**src/dlfb_pkg.sv**
```systemverilog
// Package for the dense layer forward/backward block.
// Holds action and result codes, the queued command type and saturation helpers.
// No dependencies.
package dlfb_pkg;

  localparam int DefMaxInputs  = 64;
  localparam int DefMaxOutputs = 64;
  localparam int DefMaxBatch   = 8;
  localparam int CountLimit    = 64;
  localparam int QueueDepth    = 4;

  localparam logic [2:0] ACT_WR_WEIGHT = 3'd0;
  localparam logic [2:0] ACT_WR_BIAS   = 3'd1;
  localparam logic [2:0] ACT_FORWARD   = 3'd2;
  localparam logic [2:0] ACT_BACKWARD  = 3'd3;
  localparam logic [2:0] ACT_RD_WGRAD  = 3'd4;
  localparam logic [2:0] ACT_RD_BGRAD  = 3'd5;

  localparam logic [1:0] KIND_FORWARD = 2'd0;
  localparam logic [1:0] KIND_IN_GRAD = 2'd1;
  localparam logic [1:0] KIND_W_GRAD  = 2'd2;
  localparam logic [1:0] KIND_B_GRAD  = 2'd3;

  typedef struct packed {
    logic [2:0]         action;
    logic [5:0]         row;
    logic [5:0]         col;
    logic [2:0]         smp;
    logic signed [15:0] value;
    logic               first;
    logic               last;
  } cmd_t;

  function automatic int addr_width(input int n);
    return (n > 1) ? $clog2(n) : 1;
  endfunction

  function automatic logic signed [31:0] sat_add32(input logic signed [31:0] a,
                                                   input logic signed [31:0] b);
    logic signed [32:0] s;
    s = 33'(a) + 33'(b);
    if (s > 33'sh0_7FFF_FFFF) return 32'sh7FFF_FFFF;
    if (s < -33'sh0_8000_0000) return -32'sh8000_0000;
    return s[31:0];
  endfunction

  function automatic logic signed [15:0] sat16(input logic signed [24:0] v);
    if (v > 25'sd32767) return 16'sh7FFF;
    if (v < -25'sd32768) return -16'sh8000;
    return v[15:0];
  endfunction

endpackage

```
**src/dlfb_cmdq.sv**
```systemverilog
// Short command queue between the front end and the execution engine.
// Depends on dlfb_pkg.
module dlfb_cmdq (
  input  logic           clk,
  input  logic           rst_n,
  input  logic           push,
  input  dlfb_pkg::cmd_t push_cmd,
  input  logic           pop,
  output logic           full,
  output logic           not_empty,
  output dlfb_pkg::cmd_t head
);
  import dlfb_pkg::*;

  localparam int PtrW = addr_width(QueueDepth);

  cmd_t            slot_r [QueueDepth];
  logic [PtrW-1:0] wr_ptr_r;
  logic [PtrW-1:0] rd_ptr_r;
  logic [PtrW:0]   count_r;

  assign full      = (count_r == (PtrW + 1)'(QueueDepth));
  assign not_empty = (count_r != '0);
  assign head      = slot_r[rd_ptr_r];

  always_ff @(posedge clk) begin
    if (push) slot_r[wr_ptr_r] <= push_cmd;
  end

  always_ff @(posedge clk) begin
    if (!rst_n) begin
      wr_ptr_r <= '0;
      rd_ptr_r <= '0;
      count_r  <= '0;
    end else begin
      if (push) wr_ptr_r <= (int'(wr_ptr_r) == QueueDepth - 1) ? '0 : wr_ptr_r + 1'b1;
      if (pop)  rd_ptr_r <= (int'(rd_ptr_r) == QueueDepth - 1) ? '0 : rd_ptr_r + 1'b1;
      count_r <= count_r + (PtrW + 1)'(push) - (PtrW + 1)'(pop);
    end
  end

endmodule

```
**config.mk**
```make
export PLATFORM = sky130hd
export DESIGN_NAME = dlfb_cmdq
export DESIGN_NICKNAME = d
export VERILOG_FILES = /design/src/dlfb_pkg.sv /design/src/dlfb_cmdq.sv
export SDC_FILE = /design/constraint.sdc
export NUM_CORES = 1
export LEC_CHECK = 0
export BUFFER_PORTS_ARGS = -buffer_cell sky130_fd_sc_hd__buf_2
export CAP_MARGIN = 20
export CORE_MARGIN = 1.5
export CORE_UTILIZATION = 36
export CTS_CLUSTER_DIAMETER = 30
export DETAILED_ROUTE_END_ITERATION = 7
export PLACE_DENSITY_LB_ADDON = 0.08
export SKIP_LAST_GASP = 1
export SLEW_MARGIN = 5
export SYNTH_ARGS = -nofsm -noshare
export SYNTH_HDL_FRONTEND = slang
export SYNTH_SLANG_ARGS = --single-unit
```
**constraint.sdc**
```tcl
create_clock -name clk -period 2.9 [get_ports clk]
set_input_delay 0.145 -clock clk [delete_from_list [all_inputs] [get_ports clk]]
set_output_delay 0.145 -clock clk [all_outputs]
set_load 0.01 [all_outputs]
```
==> impl_results.md <==
- Critical path class: flop to output pin
- Worst rel slew slack: 0.596
- Critical-path cell list: buf_4 > mux4_1 > buf_2
- Logic depth of the worst path, buffers included: 3
- Clock transition at the registers of the reported paths: approximately 60 ps
- Antenna Violating Nets Remaining: 0
- Int Power: 4.11 mW
- Deepest level of the CTS H-tree: 4
- Synthesized area per cell: 24.6 um^2
- Crit-path max FO: 21
- Total vias in the final route: 2702
- Worst setup endpoint: head[30]
- Worst vdd ir: 0.000374 V
- Total wirelength of the detailed-routed design: around 11000 um
- Per-cell routed wire length: roughly 18 um
- Total of fill cells in the finished design: between 1000 and 1500
- Final hold violations: 0
- DP HPWL: between 6000 and 7000 um
- Portion of the clock cycle consumed by the worst path in the final layout: 0.717
- Total number of clock tree sinks: 153
- Clk buf depth: 2
- Nets in the synthesized netlist: 280
- Post-synthesis register bit count: 153
- Routability Congestion: 0.647
- Clock buffers created by TritonCTS: 17
- Count of buffers inserted at the top-level ports: 77
- Time the worst path needs with I/O delays and setup: 2080 ps
- Residual overflow from global routing: 0
- Resized cells post-CTS: 0
- Arrival time worst endpoint: roughly 1900 ps
- Final count of pins violating max slew: 0
- Cell count after synthesis: 232
- Ratio of total power to cell area: 715 nW/um^2
- Sum of negative setup slack: 0 ps
- Worst skew pair latency: approximately 420 ps
- DRC Markers: 0
- Sw Ratio: 0.213
- Switching pwr: 1.11 mW
- Slew @ Worst Pin: 606 ps
- Height of the die: 129 um
- DIE WIDTH: approximately 130 um
- Area Overhead vs Synth: 27.9%
- MaxCap Viol Count: 0
- Row count: 45
- Number of cells on the worst reg-to-reg path: 7
- Type of element launching the critical path: flop
- Crit-path slowest cell: mux4_1
- Wire length of the first global-routing pass: 16300 um
- Initial antenna violation count: 0
- Highest clock rate: 481 MHz
- Crit path required time: 2760 ps
- Worst min-delay path class: primary input to flop
- Relative contribution of the clock network to total power: 0.418
- TritonCTS clock tree: yes
- Cell area after synthesis: between 5000 and 6000 um^2
- Setup Viol. Count Final: 0
- Diode count: 0
- Vias in the first global route: 2914
- Status: finished clean
- Pin count of the biggest net entering global routing: 37
- Critical Path Max Stage Delay: approximately 650 ps
- Leakage power: 2.56 nW
- Fraction of power consumed by sequential logic: 0.490
- Number of DRC violations after detailed-routing iteration 0: 140
- Worst r2r src: count_r[0]
- Critical path's top delay family: multiplexers
- Power after layout: 5.22 mW
- Starting density of the core: 0.371
- IO Count: 78
- Full die area: 16600 um^2
- RSZ-0062 raised after global routing: no
- Endpoint of the worst-slack reg-to-reg timing path: count_r[2]
- Buf+Inv Stages, Crit Path: 2
- Slack of the worst reg-to-reg path: 1190 ps
- Pre-Repair DR Iteration Count: 5
- Via density: 4.60
- Total of warnings raised by yosys: 0
- Share of layout cells above drive strength 1: 0.403
- Post-Route Skew: a little over 9 ps
- Critical path endpoint category: output pin
- Total GRT Usage: 0.139
- Number of unique standard cell types used by synthesis: 20
- Combinational cell fraction of total power: 0.092
- Root buffer cell: clkbuf_16
- Core outline area: ~15000 um^2
- Total Nets Final: 413
- Sequential element share of the synthesized area: 0.789
cell type report:
cell class / count / area, um^2 / area share
Clock buffer: 17 / 425 / 0.0583
Clock inverter: 14 / 156 / 0.0214
Inverter: 7 / 26.3 / 0.00360
Multi-Input combinational cell: 64 / 1090 / 0.149
Sequential cell: 153 / 4510 / 0.618
Tap cell: 211 / 264 / 0.0362
Timing Repair Buffer: 122 / 828 / 0.113
cells in the final DEF (no fill, tap or decap):
cell type        n
edfxtp_1       144
clkbuf_16       17
bufinv_16        3
ha_1             7
nand2b_1         2
or3b_2           2
dlygate4sd3_1   37
buf_12           1
buf_2           77
inv_6            1
and3_1           1
clkinv_1         2
dfxtp_1          7
nor2_1           3
and2_2           4
mux4_1           6
fa_1             1
inv_1            7
xor3_1           1
buf_4            7
clkinv_2         5
mux2i_1          2
a21oi_1          2
or3_1            1
clkinvlp_4       1
mux4_2          30
clkinv_4         2
and2_1           2
dfxtp_2          2
state kept, by name, indices dropped and copies added (netlist names), named ones only:
name and count:
count_r 3, wr_ptr_r 2, rd_ptr_r 2, slot_r 144
cell usage after synthesis, drive strengths merged:
master,number,area (um^2)
edfxtp,144,4320
mux4,36,833
dfxtp,9,180
buf,7,86.3
ha,7,87.6
inv,7,26.3
and2,6,37.5
nor2,3,11.3
a21oi,2,10.0
mux2i,2,20.0
nand2b,2,12.5
or3b,2,17.5
and3,1,6.26
clkbuf,1,5.00
fa,1,20.0
or3,1,6.26
xor3,1,23.8
power by group through the flow:
stage               combinational, mW  sequential (mW)  clock (mW)
global route                    0.530             2.56        2.31
detailed placement              0.456             2.60           0
global placement                0.449             2.60           0
floorplan                       0.283             2.59           0
finish                          0.481             2.56        2.18
CTS                             0.496             2.56        2.23
layer usage:
metal | vias to the layer above | GRT usage | wire (um)
li1 | 1237 | - | -
met5 | - | 0 | 0
met2 | 61 | 0.225 | 5230
met3 | 14 | 0.0466 | 536
met1 | 1390 | 0.171 | 4700
met4 | 0 | 0.0615 | 158
metrics by stage:
step | hold slack (ps) | area [um^2] | util | std cells | setup slack, ps
2_1_floorplan | 244 | 5710 | - | 232 | 1090
3_3_place_gp | 358 | 6350 | 0.413 | 520 | 1200
3_5_place_dp | 361 | 6350 | 0.413 | 520 | 1180
4_1_cts | 64.5 | 7300 | 0.475 | 588 | 740
5_1_grt | 94.9 | 7300 | 0.475 | 588 | 690
6_report | 78.9 | 7300 | 0.475 | 588 | 821
kinds of logic (layout without fill, tap and decap cells):
logic type / count (synthesis) / count (layout) / share of synthesized area
compound gates: 2 / 2 / 0.00175
flops: 153 / 153 / 0.789
fa+ha+maj: 8 / 8 / 0.0189
buf+inv: 15 / 160 / 0.0206
mux: 38 / 38 / 0.149
simple gates: 15 / 15 / 0.0160
xor+xnor: 1 / 1 / 0.00416
worst min-delay path: stages:
cell and delay (ps):
buf_2 160, mux2i_1 90, nor2_1 70
worst min-delay path by stage:
stage	startpoint	end	slack, ps	cells after the start
after CTS	push	wr_ptr_r[1]	60	3
after floorplan	push_cmd[0]	slot_r[0][0]	240	0
after detailed placement	push_cmd[30]	slot_r[1][30]	360	1
after global placement	push_cmd[1]	slot_r[0][1]	360	1
final	push	wr_ptr_r[1]	80	3
after global routing	push	wr_ptr_r[1]	90	3
repair_timing:
action	4_1_cts	5_1_grt
hold buffers	37	0
buffers inserted	0	0
endpoints found under the hold margin	146	0
No activity file was read; power rests on OpenSTA's default activity.
