<file path="config.mk">
export PLATFORM = sky130hd
export DESIGN_NAME = dlfb_front
export DESIGN_NICKNAME = d
export VERILOG_FILES = /design/src/dlfb_pkg.sv /design/src/dlfb_front.sv
export SDC_FILE = /design/constraint.sdc
export NUM_CORES = 1
export LEC_CHECK = 0
export BUFFER_PORTS_ARGS = -buffer_cell sky130_fd_sc_hd__buf_4
export CAP_MARGIN = 15
export CORE_MARGIN = 2
export CORE_UTILIZATION = 34
export DETAILED_ROUTE_END_ITERATION = 12
export GPL_TIMING_DRIVEN = 0
export PLACE_DENSITY = 0.8
export SLEW_MARGIN = 20
export SYNTH_ARGS = -nofsm -noshare
export SYNTH_HDL_FRONTEND = slang
export SYNTH_SLANG_ARGS = --single-unit
</file>
<file path="constraint.sdc">
create_clock -name vclk -period 1.8
set_clock_uncertainty 0.1 [all_clocks]
set_input_delay 0.18 -clock vclk [all_inputs]
set_output_delay 0.18 -clock vclk [all_outputs]
set_load 0.02 [all_outputs]
</file>
<file path="src/dlfb_pkg.sv">
// Package for the dense layer forward/backward block.
// Holds action and result codes, the queued command type and saturation helpers.
// No dependencies.
package dlfb_pkg;

  localparam int DefMaxInputs  = 64;
  localparam int DefMaxOutputs = 64;
  localparam int DefMaxBatch   = 8;
  localparam int CountLimit    = 64;
  localparam int QueueDepth    = 4;

  localparam logic [2:0] ACT_WR_WEIGHT = 3'd0;
  localparam logic [2:0] ACT_WR_BIAS   = 3'd1;
  localparam logic [2:0] ACT_FORWARD   = 3'd2;
  localparam logic [2:0] ACT_BACKWARD  = 3'd3;
  localparam logic [2:0] ACT_RD_WGRAD  = 3'd4;
  localparam logic [2:0] ACT_RD_BGRAD  = 3'd5;

  localparam logic [1:0] KIND_FORWARD = 2'd0;
  localparam logic [1:0] KIND_IN_GRAD = 2'd1;
  localparam logic [1:0] KIND_W_GRAD  = 2'd2;
  localparam logic [1:0] KIND_B_GRAD  = 2'd3;

  typedef struct packed {
    logic [2:0]         action;
    logic [5:0]         row;
    logic [5:0]         col;
    logic [2:0]         smp;
    logic signed [15:0] value;
    logic               first;
    logic               last;
  } cmd_t;

  function automatic int addr_width(input int n);
    return (n > 1) ? $clog2(n) : 1;
  endfunction

  function automatic logic signed [31:0] sat_add32(input logic signed [31:0] a,
                                                   input logic signed [31:0] b);
    logic signed [32:0] s;
    s = 33'(a) + 33'(b);
    if (s > 33'sh0_7FFF_FFFF) return 32'sh7FFF_FFFF;
    if (s < -33'sh0_8000_0000) return -32'sh8000_0000;
    return s[31:0];
  endfunction

  function automatic logic signed [15:0] sat16(input logic signed [24:0] v);
    if (v > 25'sd32767) return 16'sh7FFF;
    if (v < -25'sd32768) return -16'sh8000;
    return v[15:0];
  endfunction

endpackage

</file>
<file path="src/dlfb_front.sv">
// Front end: accepts input items, drops ignored ones and queues commands.
// Depends on dlfb_pkg.
module dlfb_front #(
  parameter int MAX_INPUTS  = dlfb_pkg::DefMaxInputs,
  parameter int MAX_OUTPUTS = dlfb_pkg::DefMaxOutputs,
  parameter int MAX_BATCH   = dlfb_pkg::DefMaxBatch
) (
  input  logic              in_tvalid,
  output logic              in_tready,
  input  logic [2:0]        in_tuser,
  input  logic [31:0]       in_tdata,
  input  logic [6:0]        nin,
  input  logic [6:0]        nout,
  input  logic              busy,
  input  logic              q_full,
  output logic              push,
  output dlfb_pkg::cmd_t    cmd
);
  import dlfb_pkg::*;

  logic keep;
  logic smp_ok;
  logic elem_last;

  assign in_tready = !q_full && !busy;

  assign cmd.action = in_tuser;
  assign cmd.row    = in_tdata[5:0];
  assign cmd.col    = in_tdata[11:6];
  assign cmd.smp    = in_tdata[14:12];
  assign cmd.value  = in_tdata[30:15];
  assign cmd.first  = in_tdata[31];
  assign cmd.last   = elem_last;

  assign smp_ok = int'(cmd.smp) < MAX_BATCH;

  always_comb begin
    keep      = 1'b0;
    elem_last = 1'b0;
    unique case (in_tuser) inside
      ACT_WR_WEIGHT: keep = int'(cmd.row) < MAX_OUTPUTS && int'(cmd.col) < MAX_INPUTS;
      ACT_WR_BIAS:   keep = int'(cmd.row) < MAX_OUTPUTS;
      ACT_FORWARD: begin
        keep      = smp_ok && ({1'b0, cmd.col} < nin);
        elem_last = ({1'b0, cmd.col} == nin - 7'd1);
      end
      ACT_BACKWARD: begin
        keep      = smp_ok && ({1'b0, cmd.col} < nout);
        elem_last = ({1'b0, cmd.col} == nout - 7'd1);
      end
      ACT_RD_WGRAD, ACT_RD_BGRAD: keep = 1'b1;
      default: keep = 1'b0;
    endcase
  end

  assign push = in_tvalid && in_tready && keep;

endmodule

</file>
==> implementation parameters, run 1 <==
Parameter                              Value

Outcome
  Status ... finished, violations left
  Violations in the final reports ... negative setup slack

STA
  PnR worst setup slack ... -0.166 ns
  Setup-violating endpoint count in the final report ... 1
  Number of hold violations in the final report ... 0
  Total count of max-transition violations in the final report ... 0
  Fmax achieved ... between 500 and 600 MHz
  Setup repair after global routing missed its margin ... true
  Worst slew margin relative to its limit ... 0.731
  Fraction of the cycle the final worst path needs ... 1.09
  Final Critical Period ... 1.97 ns
  Tightest Pin Transition ... between 0.3 and 0.4 ns

Place
  Gp weighted congestion ... 0.828
  Instance area at placement ... 1400 um^2
  Quantity of I/O buffers inserted on ports ... 64
  Final HPWL from detailed placement ... ~2.1 mm

Critical path
  Cell-by-cell trace of the critical path ... buf_8 > nand3b_4 > buf_8 > mux2i_4 > ha_4 > xnor2_2 > xnor2_1 > nand4_1 > nor4_2 > buf_4
  Crit path capture type ... output pin
  Crit path largest cell delay ... 0.19 ns
  Top delay family on crit path ... simple AND/OR/NAND/NOR gates
  Critical path's slowest cell ... mux2i_4
  Arrival time reported for the critical path endpoint ... about 1.7 ns
  Sum of buffers and inverters on the critical path ... 3
  Data required time at the worst endpoint ... around 1.5 ns
  Worst setup path category ... in -> out
  Maximum net fanout on the critical path ... 4
  Startpoint Class ... input pin
  Cell repeated most along the worst path ... buf_8

Yosys
  Avg Cell Area, Syn ... 7.38 um^2
  Cell type contributing the most total cell area after synthesis ... buf_4
  Number of distinct library cells after synthesis ... 25
  Netlist Area Pre-Place ... 871 um^2
  Yosys top cell area share ... 0.310
  Yosys warnings ... 0
  Synthesized net count ... 181
  Leading cell types by total area after synthesis ... buf_4 31%, ha_1 16%, xnor2_1 11%
  Cells after synthesis ... about 120
  Proportion of synthesized chip area in sequential cells ... 0

Global route
  Vias in the first global route ... approximately 820
  Sum of overflow across all layers after global routing ... 0
  Largest net degree at the start of global routing ... 8
  Global Route Usage Sum ... 0.147
  Initial antenna violation count ... 0
  First-pass GRT wire length ... 3.36 mm

Run
  # Max-Cap Violations ... 0

Die
  Core Area ... between 2000 and 2500 um^2
  Starting Density ... 0.355
  Die Span X ... 54.6 um
  Overall die height ... ~55 um
  Number of primary I/O pins ... 90
  Full die area ... 2980 um^2
  Cell Rows ... 18

Power
  IR drop worst, VDD ... 189 uV
  Power density cells ... approximately 270 nW/um^2
  Total design power ... 0.409 mW
  Total leakage power ... between 0.8 and 0.9 nW

Routing
  Violation count after the first detailed-route iteration ... 11
  Total length of routed wires ... 2.48 mm
  Count of antenna-violating nets left after detailed routing ... 0
  Total DRC errors in the routed layout ... 0
  Routed length per instance ... ~12 um
  Number of vias in the routed layout ... roughly 1000
  Number of iterations in the first detailed-routing pass ... 4
  Routed via count divided by cell count ... 4.56

Finish
  Area occupied by registers ... 0 um^2
  Highest-count cells in the layout ignoring fill and taps ... 100 x buf_4, 10 x ha_1, 9 x inv_1, 9 x xnor2_1
  Multi-input logic area ... 653 um^2
  # fillers ... 233
  Most common cell after layout, fill and taps aside ... buf_4
  Antenna fix cells ... 0
  Layout cell share with drive strength beyond 1 ... 0.659
  Area overhead of the layout relative to synthesis ... 75.9%
  Final-layout clock buffer total ... 0
  Sequential cell count ... 0
  Final instance area ... roughly 1500 um^2
  Final layout net count ... 250

Clocking
  CTS Hold Bufs ... 0

Worst hold path
  Type of the tightest min-delay check ... in -> out
[per-stage QoR]
stage | std cells | util | hold slack, ns | worst slack (ns) | setup TNS [ns]
after global placement | 212 | 0.568 | 0.458 | -0.404 | -0.404
after floorplan | 118 | - | 0.342 | -0.0632 | -0.0632
after CTS | 214 | 0.595 | 0.457 | -0.314 | -0.314
final | 215 | 0.624 | 0.456 | -0.166 | -0.166
after detailed placement | 212 | 0.568 | 0.457 | -0.420 | -0.420
after global routing | 215 | 0.624 | 0.460 | -0.257 | -0.257
[area by class of cell]
type	count	share of cell area
multi-input cells	71	0.426
repair buffers	68	0.343
plain buffers	36	0.181
inverters	10	0.0245
well taps	30	0.0245
[routing by layer]
metal  GRT usage  routed length (um)
met4     0.00833                   0
met2       0.296                1350
met5           0                   0
met3     0.00273                 251
met1       0.175                 877
[worst paths after layout]
kind                  cells after the start      end        start  slack, ns
worst max-delay path                     10   cmd[0]  in_tuser[2]      -0.17
worst min-delay path                      2  cmd[31]  in_tdata[4]       0.46
[repair_timing]
item / in CTS / in global routing
resized for setup: 9 / 12
buffers inserted: 3 / 1
setup endpoints to repair: 1 / 2
endpoints found under the hold margin: 0 / 0
pin swaps: 5 / 6
[cell usage after synthesis, drive strengths merged (2+ instances only)]
cell,number
buf,37
ha,11
xnor2,11
inv,10
a21oi,8
o21ai,7
nor3,6
nor2,5
a21o,4
mux2i,4
nand2,4
nand2b,2
nor4,2
[cell families (layout without fill, tap and decap cells)]
| kind of cell | count (synthesis) | count (layout) | share of synthesized area |
|---|---|---|---|
| fa+ha+maj | 11 | 11 | 0.158 |
| simple gates | 25 | 25 | 0.184 |
| compound gates | 20 | 20 | 0.131 |
| buf+inv | 47 | 114 | 0.366 |
| xor+xnor | 11 | 11 | 0.111 |
| mux | 4 | 4 | 0.0503 |
[report_power, final]
group / total (mW) / switching [mW] / internal [mW]
clock network: 0 / 0 / 0
registers: 0 / 0 / 0
logic: 0.409 / 0.186 / 0.223
No activity file was read; power rests on OpenSTA's default activity.
==> run 2, diff against run 1 <==
BUFFER_PORTS_ARGS = unset   (was -buffer_cell sky130_fd_sc_hd__buf_4)
CAP_MARGIN = 20   (was 15)
CORE_UTILIZATION = 62   (was 34)
DONT_BUFFER_PORTS = 1   (was unset)
clock period = 1.78 ns   (was 1.8 ns; I/O delays follow)
==> run 2 against run 1 <==
Against the previous run: largest cell class is now multi-input combinational cells; critical endpoint unchanged; first-iteration DRC count grew 9.1%; critical path type unchanged; the flow still finishes with violations (negative setup slack); non-clock buffer count shrank 65; power shrank 35%.
==> implementation parameters, run 2 (synthesized netlist as in run 1, its figures left out) <==
Parameter                              Value

Outcome
  Status ... finished, violations left
  Violations in the final reports ... negative setup slack

STA
  Setup repair after global routing missed its margin ... true
  Total count of max-transition violations in the final report ... 0 (unchanged)
  Worst slew margin relative to its limit ... 0.691 (-0.0401)
  Setup-violating endpoint count in the final report ... 1 (unchanged)
  Final Critical Period ... roughly 1.9 ns
  Number of hold violations in the final report ... 0 (unchanged)
  Worst hold margin ... 0.343 ns (-0.113 ns)
  Fmax achieved ... 535 MHz
  Fraction of the cycle the final worst path needs ... 1.05
  Tightest Pin Transition ... 0.460 ns (+0.0683 ns)
  PnR worst setup slack ... -0.0875 ns (+0.0787 ns)

Die
  Die Span X ... 41.5 um (-24%)
  Core Area ... 1300 um^2 (-47%)
  Starting Density ... 0.669 (+0.314)
  Number of primary I/O pins ... 90 (unchanged)
  Overall die height ... 41.5 um (-24%)
  Full die area ... 1720 um^2 (-42%)
  Cell Rows ... 13 (-5)

Global route
  Vias in the first global route ... 747 (-9.3%)
  Global Route Usage Sum ... 0.207 (+0.0601)
  Initial antenna violation count ... 0 (unchanged)
  Largest net degree at the start of global routing ... 8 (unchanged)
  First-pass GRT wire length ... 3.01 mm (-10%)
  Sum of overflow across all layers after global routing ... 0 (unchanged)

Critical path
  Data required time at the worst endpoint ... 1.50 ns (-0.02 ns)
  Cell-by-cell trace of the critical path ... nand3b_4 > buf_8 > mux2i_4 > ha_4 > xnor2_2 > xnor2_1 > nand4_1 > nor4_2 > buf_4
  Crit path capture type ... output pin
  Critical path's slowest cell ... mux2i_4
  Maximum net fanout on the critical path ... 4 (unchanged)
  Crit path largest cell delay ... 0.19 ns (about the same)
  Startpoint Class ... input pin
  Arrival time reported for the critical path endpoint ... 1.59 ns (-0.10 ns)
  Worst setup path category ... in -> out

Finish
  Number of non-filler instances in the completed layout ... 135 (-37%)
  Layout cell share with drive strength beyond 1 ... 0.425 (-0.234)
  Final layout net count ... 185 (-26%)
  Area overhead of the layout relative to synthesis ... 10.6%
  Antenna fix cells ... 0 (unchanged)
  Highest-count cells in the layout ignoring fill and taps ... 38 x buf_4, 10 x inv_1, 10 x xnor2_1, 10 x ha_1, 6 x a21oi_1
  # fillers ... 108 (-54%)
  Sequential cell count ... 0 (unchanged)
  Final-layout clock buffer total ... 0 (unchanged)
  Area occupied by registers ... 0 um^2 (unchanged)
  Most common cell after layout, fill and taps aside ... buf_4

Place
  Final HPWL from detailed placement ... 1.69 mm (-20%)
  Cell count after placement ... 133 (-37%)
  Gp weighted congestion ... 0.807 (-2.5%)
  Pre-CTS setup slack ... -0.191 ns (+0.229 ns)
  Quantity of I/O buffers inserted on ports ... 0 (-100%)

Routing
  Violation count after the first detailed-route iteration ... 12 (+1)
  Routed via count divided by cell count ... 5.77 (+27%)
  Number of vias in the routed layout ... 779 (-21%)
  Total length of routed wires ... 1.91 mm (-23%)
  Total DRC errors in the routed layout ... 0 (unchanged)
  Count of antenna-violating nets left after detailed routing ... 0 (unchanged)
  Number of iterations in the first detailed-routing pass ... 4 (unchanged)
  Routed length per instance ... 14.1 um (+22%)

Power
  Net switching share of the total power ... 0.510 (+0.0552)
  Total leakage power ... 0.492 nW (-40%)
  Total design power ... 0.264 mW (-35%)
  Logic pwr share ... 1.000 (about the same)
  IR drop worst, VDD ... 163 uV (-14%)
  Int Power ... 0.130 mW (-42%)
  Fraction of power consumed by sequential logic ... 0 (unchanged)
  Reported net switching power ... 0.135 mW (-28%)
  Clk pwr share ... 0 (unchanged)
  Power density cells ... 274 nW/um^2 (+2.6%)

Worst hold path
  Min-Delay Endpoint ... in_tready
  Cells on Worst Hold Path ... 1 (-1)
  Type of the tightest min-delay check ... in -> out
  Min-delay src ... busy

Run
  # Max-Cap Violations ... 0 (unchanged)

Clocking
  CTS Hold Bufs ... 0 (unchanged)
==> run 2: what timing repair did <==
action	in CTS	in global routing
buffers inserted	2	0
pin swaps	3	1
endpoints found under the setup margin	1	1
gates resized for setup	8	1
==> run 2: power groups by stage <==
stage / Clock, mW / Combinational (mW) / Sequential, mW
3_5_place_dp: 0 / 0.248 / 0
6_report: 0 / 0.264 / 0
3_3_place_gp: 0 / 0.242 / 0
2_1_floorplan: 0 / 0.225 / 0
4_1_cts: 0 / 0.265 / 0
5_1_grt: 0 / 0.286 / 0
==> run 2: through the flow <==
step,instance area [um^2],util,setup TNS (ns)
2_1_floorplan,877,-,-0.0792
3_3_place_gp,896,0.688,-0.191
3_5_place_dp,896,0.688,-0.191
4_1_cts,961,0.738,-0.0941
5_1_grt,963,0.740,-0.220
6_report,963,0.740,-0.0875
==> run 2: critical path, delay by kind of cell <==
kind / cells / cell delay, ns
and+or+nand+nor: 3 / 0.43
buffers and inverters: 2 / 0.33
adders and majority gates: 1 / 0.18
muxes: 1 / 0.19
xor gates and xnor gates: 2 / 0.27
==> run 2: area by class of cell <==
type	instances	area, um^2	share of cell area
plain buffers	37	285	0.296
inverters	10	37.5	0.0390
multi-input cells	71	607	0.630
well taps	15	18.8	0.0195
repair buffers	2	15.0	0.0156
==> run 2: worst max-delay path by stage <==
stage / startpoint / to / slack [ns] / depth (start not counted)
floorplan: in_tuser[2] / cmd[0] / -0.08 / 9
global placement: in_tuser[2] / cmd[0] / -0.19 / 9
detailed placement: in_tuser[2] / cmd[0] / -0.19 / 9
CTS: in_tuser[2] / cmd[0] / -0.09 / 9
global route: in_tuser[2] / cmd[0] / -0.22 / 9
finish: in_tuser[2] / cmd[0] / -0.09 / 9
==> run 2: layer usage <==
layer  track usage  share of wire  wire (um)  vias up
met2         0.425           0.56       1060       61
met4        0.0258         0.0094         18        0
met3        0.0304           0.11        218        4
met1         0.219           0.32        606      345
li1              -              -          -      369
met5             0              0          0        -
==> run 3, diff against run 2 <==
PLACE_DENSITY = 0.9   (was 0.8)
==> run 3 against run 2 <==
Against the previous run: the run still ends with negative setup slack left; maximum frequency is 0.36% lower; first-iteration DRC count is 8.3% lower; global-route usage is 2.2 points higher; final area is 0.39% higher; hold slack worse by 0.0016 ns; non-clock buffer count stayed put; critical path depth stayed put; final cell count stayed put; count of clock-buffer cells in the layout stayed put; sequential share of layout area stayed put; largest cell class unchanged.
==> implementation parameters, run 3 (synthesized netlist as in run 1, its figures left out) <==
Parameter                              Value

Power
  Net switching share of the total power ... 0.514 (+0.00384)
  Total leakage power ... 0.494 nW (+0.34%)
  Power density cells ... 277 nW/um^2 (+0.87%)
  Reported net switching power ... 0.137 mW (+2.0%)
  Fraction of power consumed by sequential logic ... 0 (unchanged)
  Logic pwr share ... 1.000 (about the same)
  Clk pwr share ... 0 (unchanged)
  Int Power ... 0.130 mW (+0.47%)
  IR drop worst, VDD ... 168 uV (+3.2%)

STA
  Total count of max-transition violations in the final report ... 0 (unchanged)
  Setup-violating endpoint count in the final report ... 1 (unchanged)
  Setup total negative slack ... -0.0943 ns (-0.00678 ns)
  PnR worst setup slack ... -0.0943 ns (-0.00678 ns)
  Tightest Pin Transition ... 0.421 ns (-0.0391 ns)
  Worst slew margin relative to its limit ... 0.718 (+0.0271)
  Setup repair after global routing missed its margin ... true
  Number of hold violations in the final report ... 0 (unchanged)
  Fmax achieved ... 534 MHz (-0.36%)
  Final Critical Period ... 1.87 ns (+0.00678 ns)
  Fraction of the cycle the final worst path needs ... 1.05 (+0.00381)

Outcome
  Status ... finished, violations left
  Violations in the final reports ... negative setup slack

Finish
  Layout cell share with drive strength beyond 1 ... 0.433 (+0.00833)
  Most common cell after layout, fill and taps aside ... buf_4
  Antenna fix cells ... 0 (unchanged)
  Final-layout clock buffer total ... 0 (unchanged)
  # fillers ... 101 (-6.5%)
  Highest-count cells in the layout ignoring fill and taps ... 38 x buf_4, 10 x inv_1, 10 x xnor2_1, 10 x ha_1, 6 x a21oi_1
  Sequential cell count ... 0 (unchanged)
  Area occupied by registers ... 0 um^2 (unchanged)
  Final layout net count ... 185 (unchanged)
  Core utilization of the finished layout ... 0.743 (+0.00288)
  Area overhead of the layout relative to synthesis ... 11.1%

Worst hold path
  Type of the tightest min-delay check ... in -> out

Critical path
  Crit path capture type ... output pin
  Worst setup path category ... in -> out
  Critical path's slowest cell ... mux2i_4
  Data required time at the worst endpoint ... 1.50 ns (about the same)
  Startpoint of the worst setup timing path ... in_tuser[2]
  Top delay family on crit path ... simple AND/OR/NAND/NOR gates
  Critical Path Sink ... cmd[0]
  Cell-by-cell trace of the critical path ... nand3b_4 > buf_8 > mux2i_4 > ha_4 > xnor2_2 > xnor2_1 > nand4_1 > nor4_2 > buf_4
  Startpoint Class ... input pin
  Maximum net fanout on the critical path ... 4 (unchanged)
  Cell depth of the worst setup path ... 9 (unchanged)
  Sum of buffers and inverters on the critical path ... 2 (unchanged)
  Crit path largest cell delay ... 0.19 ns (about the same)
  Arrival time reported for the critical path endpoint ... 1.60 ns (about the same)

Routing
  Total DRC errors in the routed layout ... 0 (unchanged)
  Number of vias in the routed layout ... 800 (+2.7%)
  Routed length per instance ... 15.5 um (+10%)
  Total length of routed wires ... 2.10 mm (+10%)
  Routed via count divided by cell count ... 5.93 (+2.7%)
  Number of iterations in the first detailed-routing pass ... 4 (unchanged)
  Violation count after the first detailed-route iteration ... 11 (-1)
  Count of antenna-violating nets left after detailed routing ... 0 (unchanged)

Place
  Pre-CTS setup slack ... -0.215 ns (-0.0235 ns)
  Gp weighted congestion ... 0.838 (+3.8%)
  Final HPWL from detailed placement ... 1.82 mm (+7.7%)
  Quantity of I/O buffers inserted on ports ... 0 (unchanged)

Global route
  Initial antenna violation count ... 0 (unchanged)
  Routing usage on met3 ... 0.0348 (+0.00435)
  GR Layer Usage met1 ... 0.215 (-0.00466)
  First-pass GRT wire length ... 3.24 mm (+7.8%)
  Most utilized layer in the global route result ... met2
  Largest net degree at the start of global routing ... 8 (unchanged)
  Global Route Usage Sum ... 0.228 (+0.0217)
  Vias in the first global route ... 791 (+5.9%)
  Met2 Track Usage GR ... 0.481 (+0.0563)
  Sum of overflow across all layers after global routing ... 0 (unchanged)

Die
  Full die area ... 1720 um^2 (unchanged)
  Starting Density ... 0.669 (unchanged)
  Overall die height ... 41.5 um (unchanged)
  Number of primary I/O pins ... 90 (unchanged)
  Core Area ... 1300 um^2 (unchanged)
  Die Span X ... 41.5 um (unchanged)
  Cell Rows ... 13 (unchanged)

Run
  # Max-Cap Violations ... 0 (unchanged)

Clocking
  CTS Hold Bufs ... 0 (unchanged)
## run 3: through the flow
stage	hold slack [ns]	power, mW	area [um^2]	instances
after floorplan	0.338	0.225	877	118
after global placement	0.343	0.242	896	133
after detailed placement	0.342	0.249	896	133
after CTS	0.342	0.266	955	135
after global routing	0.343	0.286	967	135
final	0.341	0.267	967	135
## run 3: layout make-up
type | instances | area [um^2] | area share
Buffer | 37 | 285 | 0.295
Multi-Input combinational cell | 71 | 611 | 0.631
Tap cell | 15 | 18.8 | 0.0194
Timing Repair Buffer | 2 | 15.0 | 0.0155
Inverter | 10 | 37.5 | 0.0388
## run 3: routing by layer
layer  wire length [um]  share of wire
met4                 40          0.019
met5                  0              0
met1                644           0.31
met2               1230           0.59
met3                178          0.085
## run 3: worst min path at each step
stage / startpoint / end / slack, ns / cells after the start
2_1_floorplan: busy / in_tready / 0.34 / 1
3_3_place_gp: busy / in_tready / 0.34 / 1
3_5_place_dp: busy / in_tready / 0.34 / 1
4_1_cts: busy / in_tready / 0.34 / 1
5_1_grt: busy / in_tready / 0.34 / 1
6_report: busy / in_tready / 0.34 / 1
## run 3: what timing repair did
item / CTS / global route
endpoints found under the setup margin: 1 / 2
setup buffers: 2 / 0
resized for setup: 7 / 3
endpoints found under the hold margin: 0 / 0
pin swaps: 3 / 2
## run 3: power groups by stage
stage          clock [mW]  sequential [mW]  combinational, mW
3_5_place_dp            0                0              0.249
6_report                0                0              0.267
4_1_cts                 0                0              0.266
3_3_place_gp            0                0              0.242
5_1_grt                 0                0              0.286
2_1_floorplan           0                0              0.225
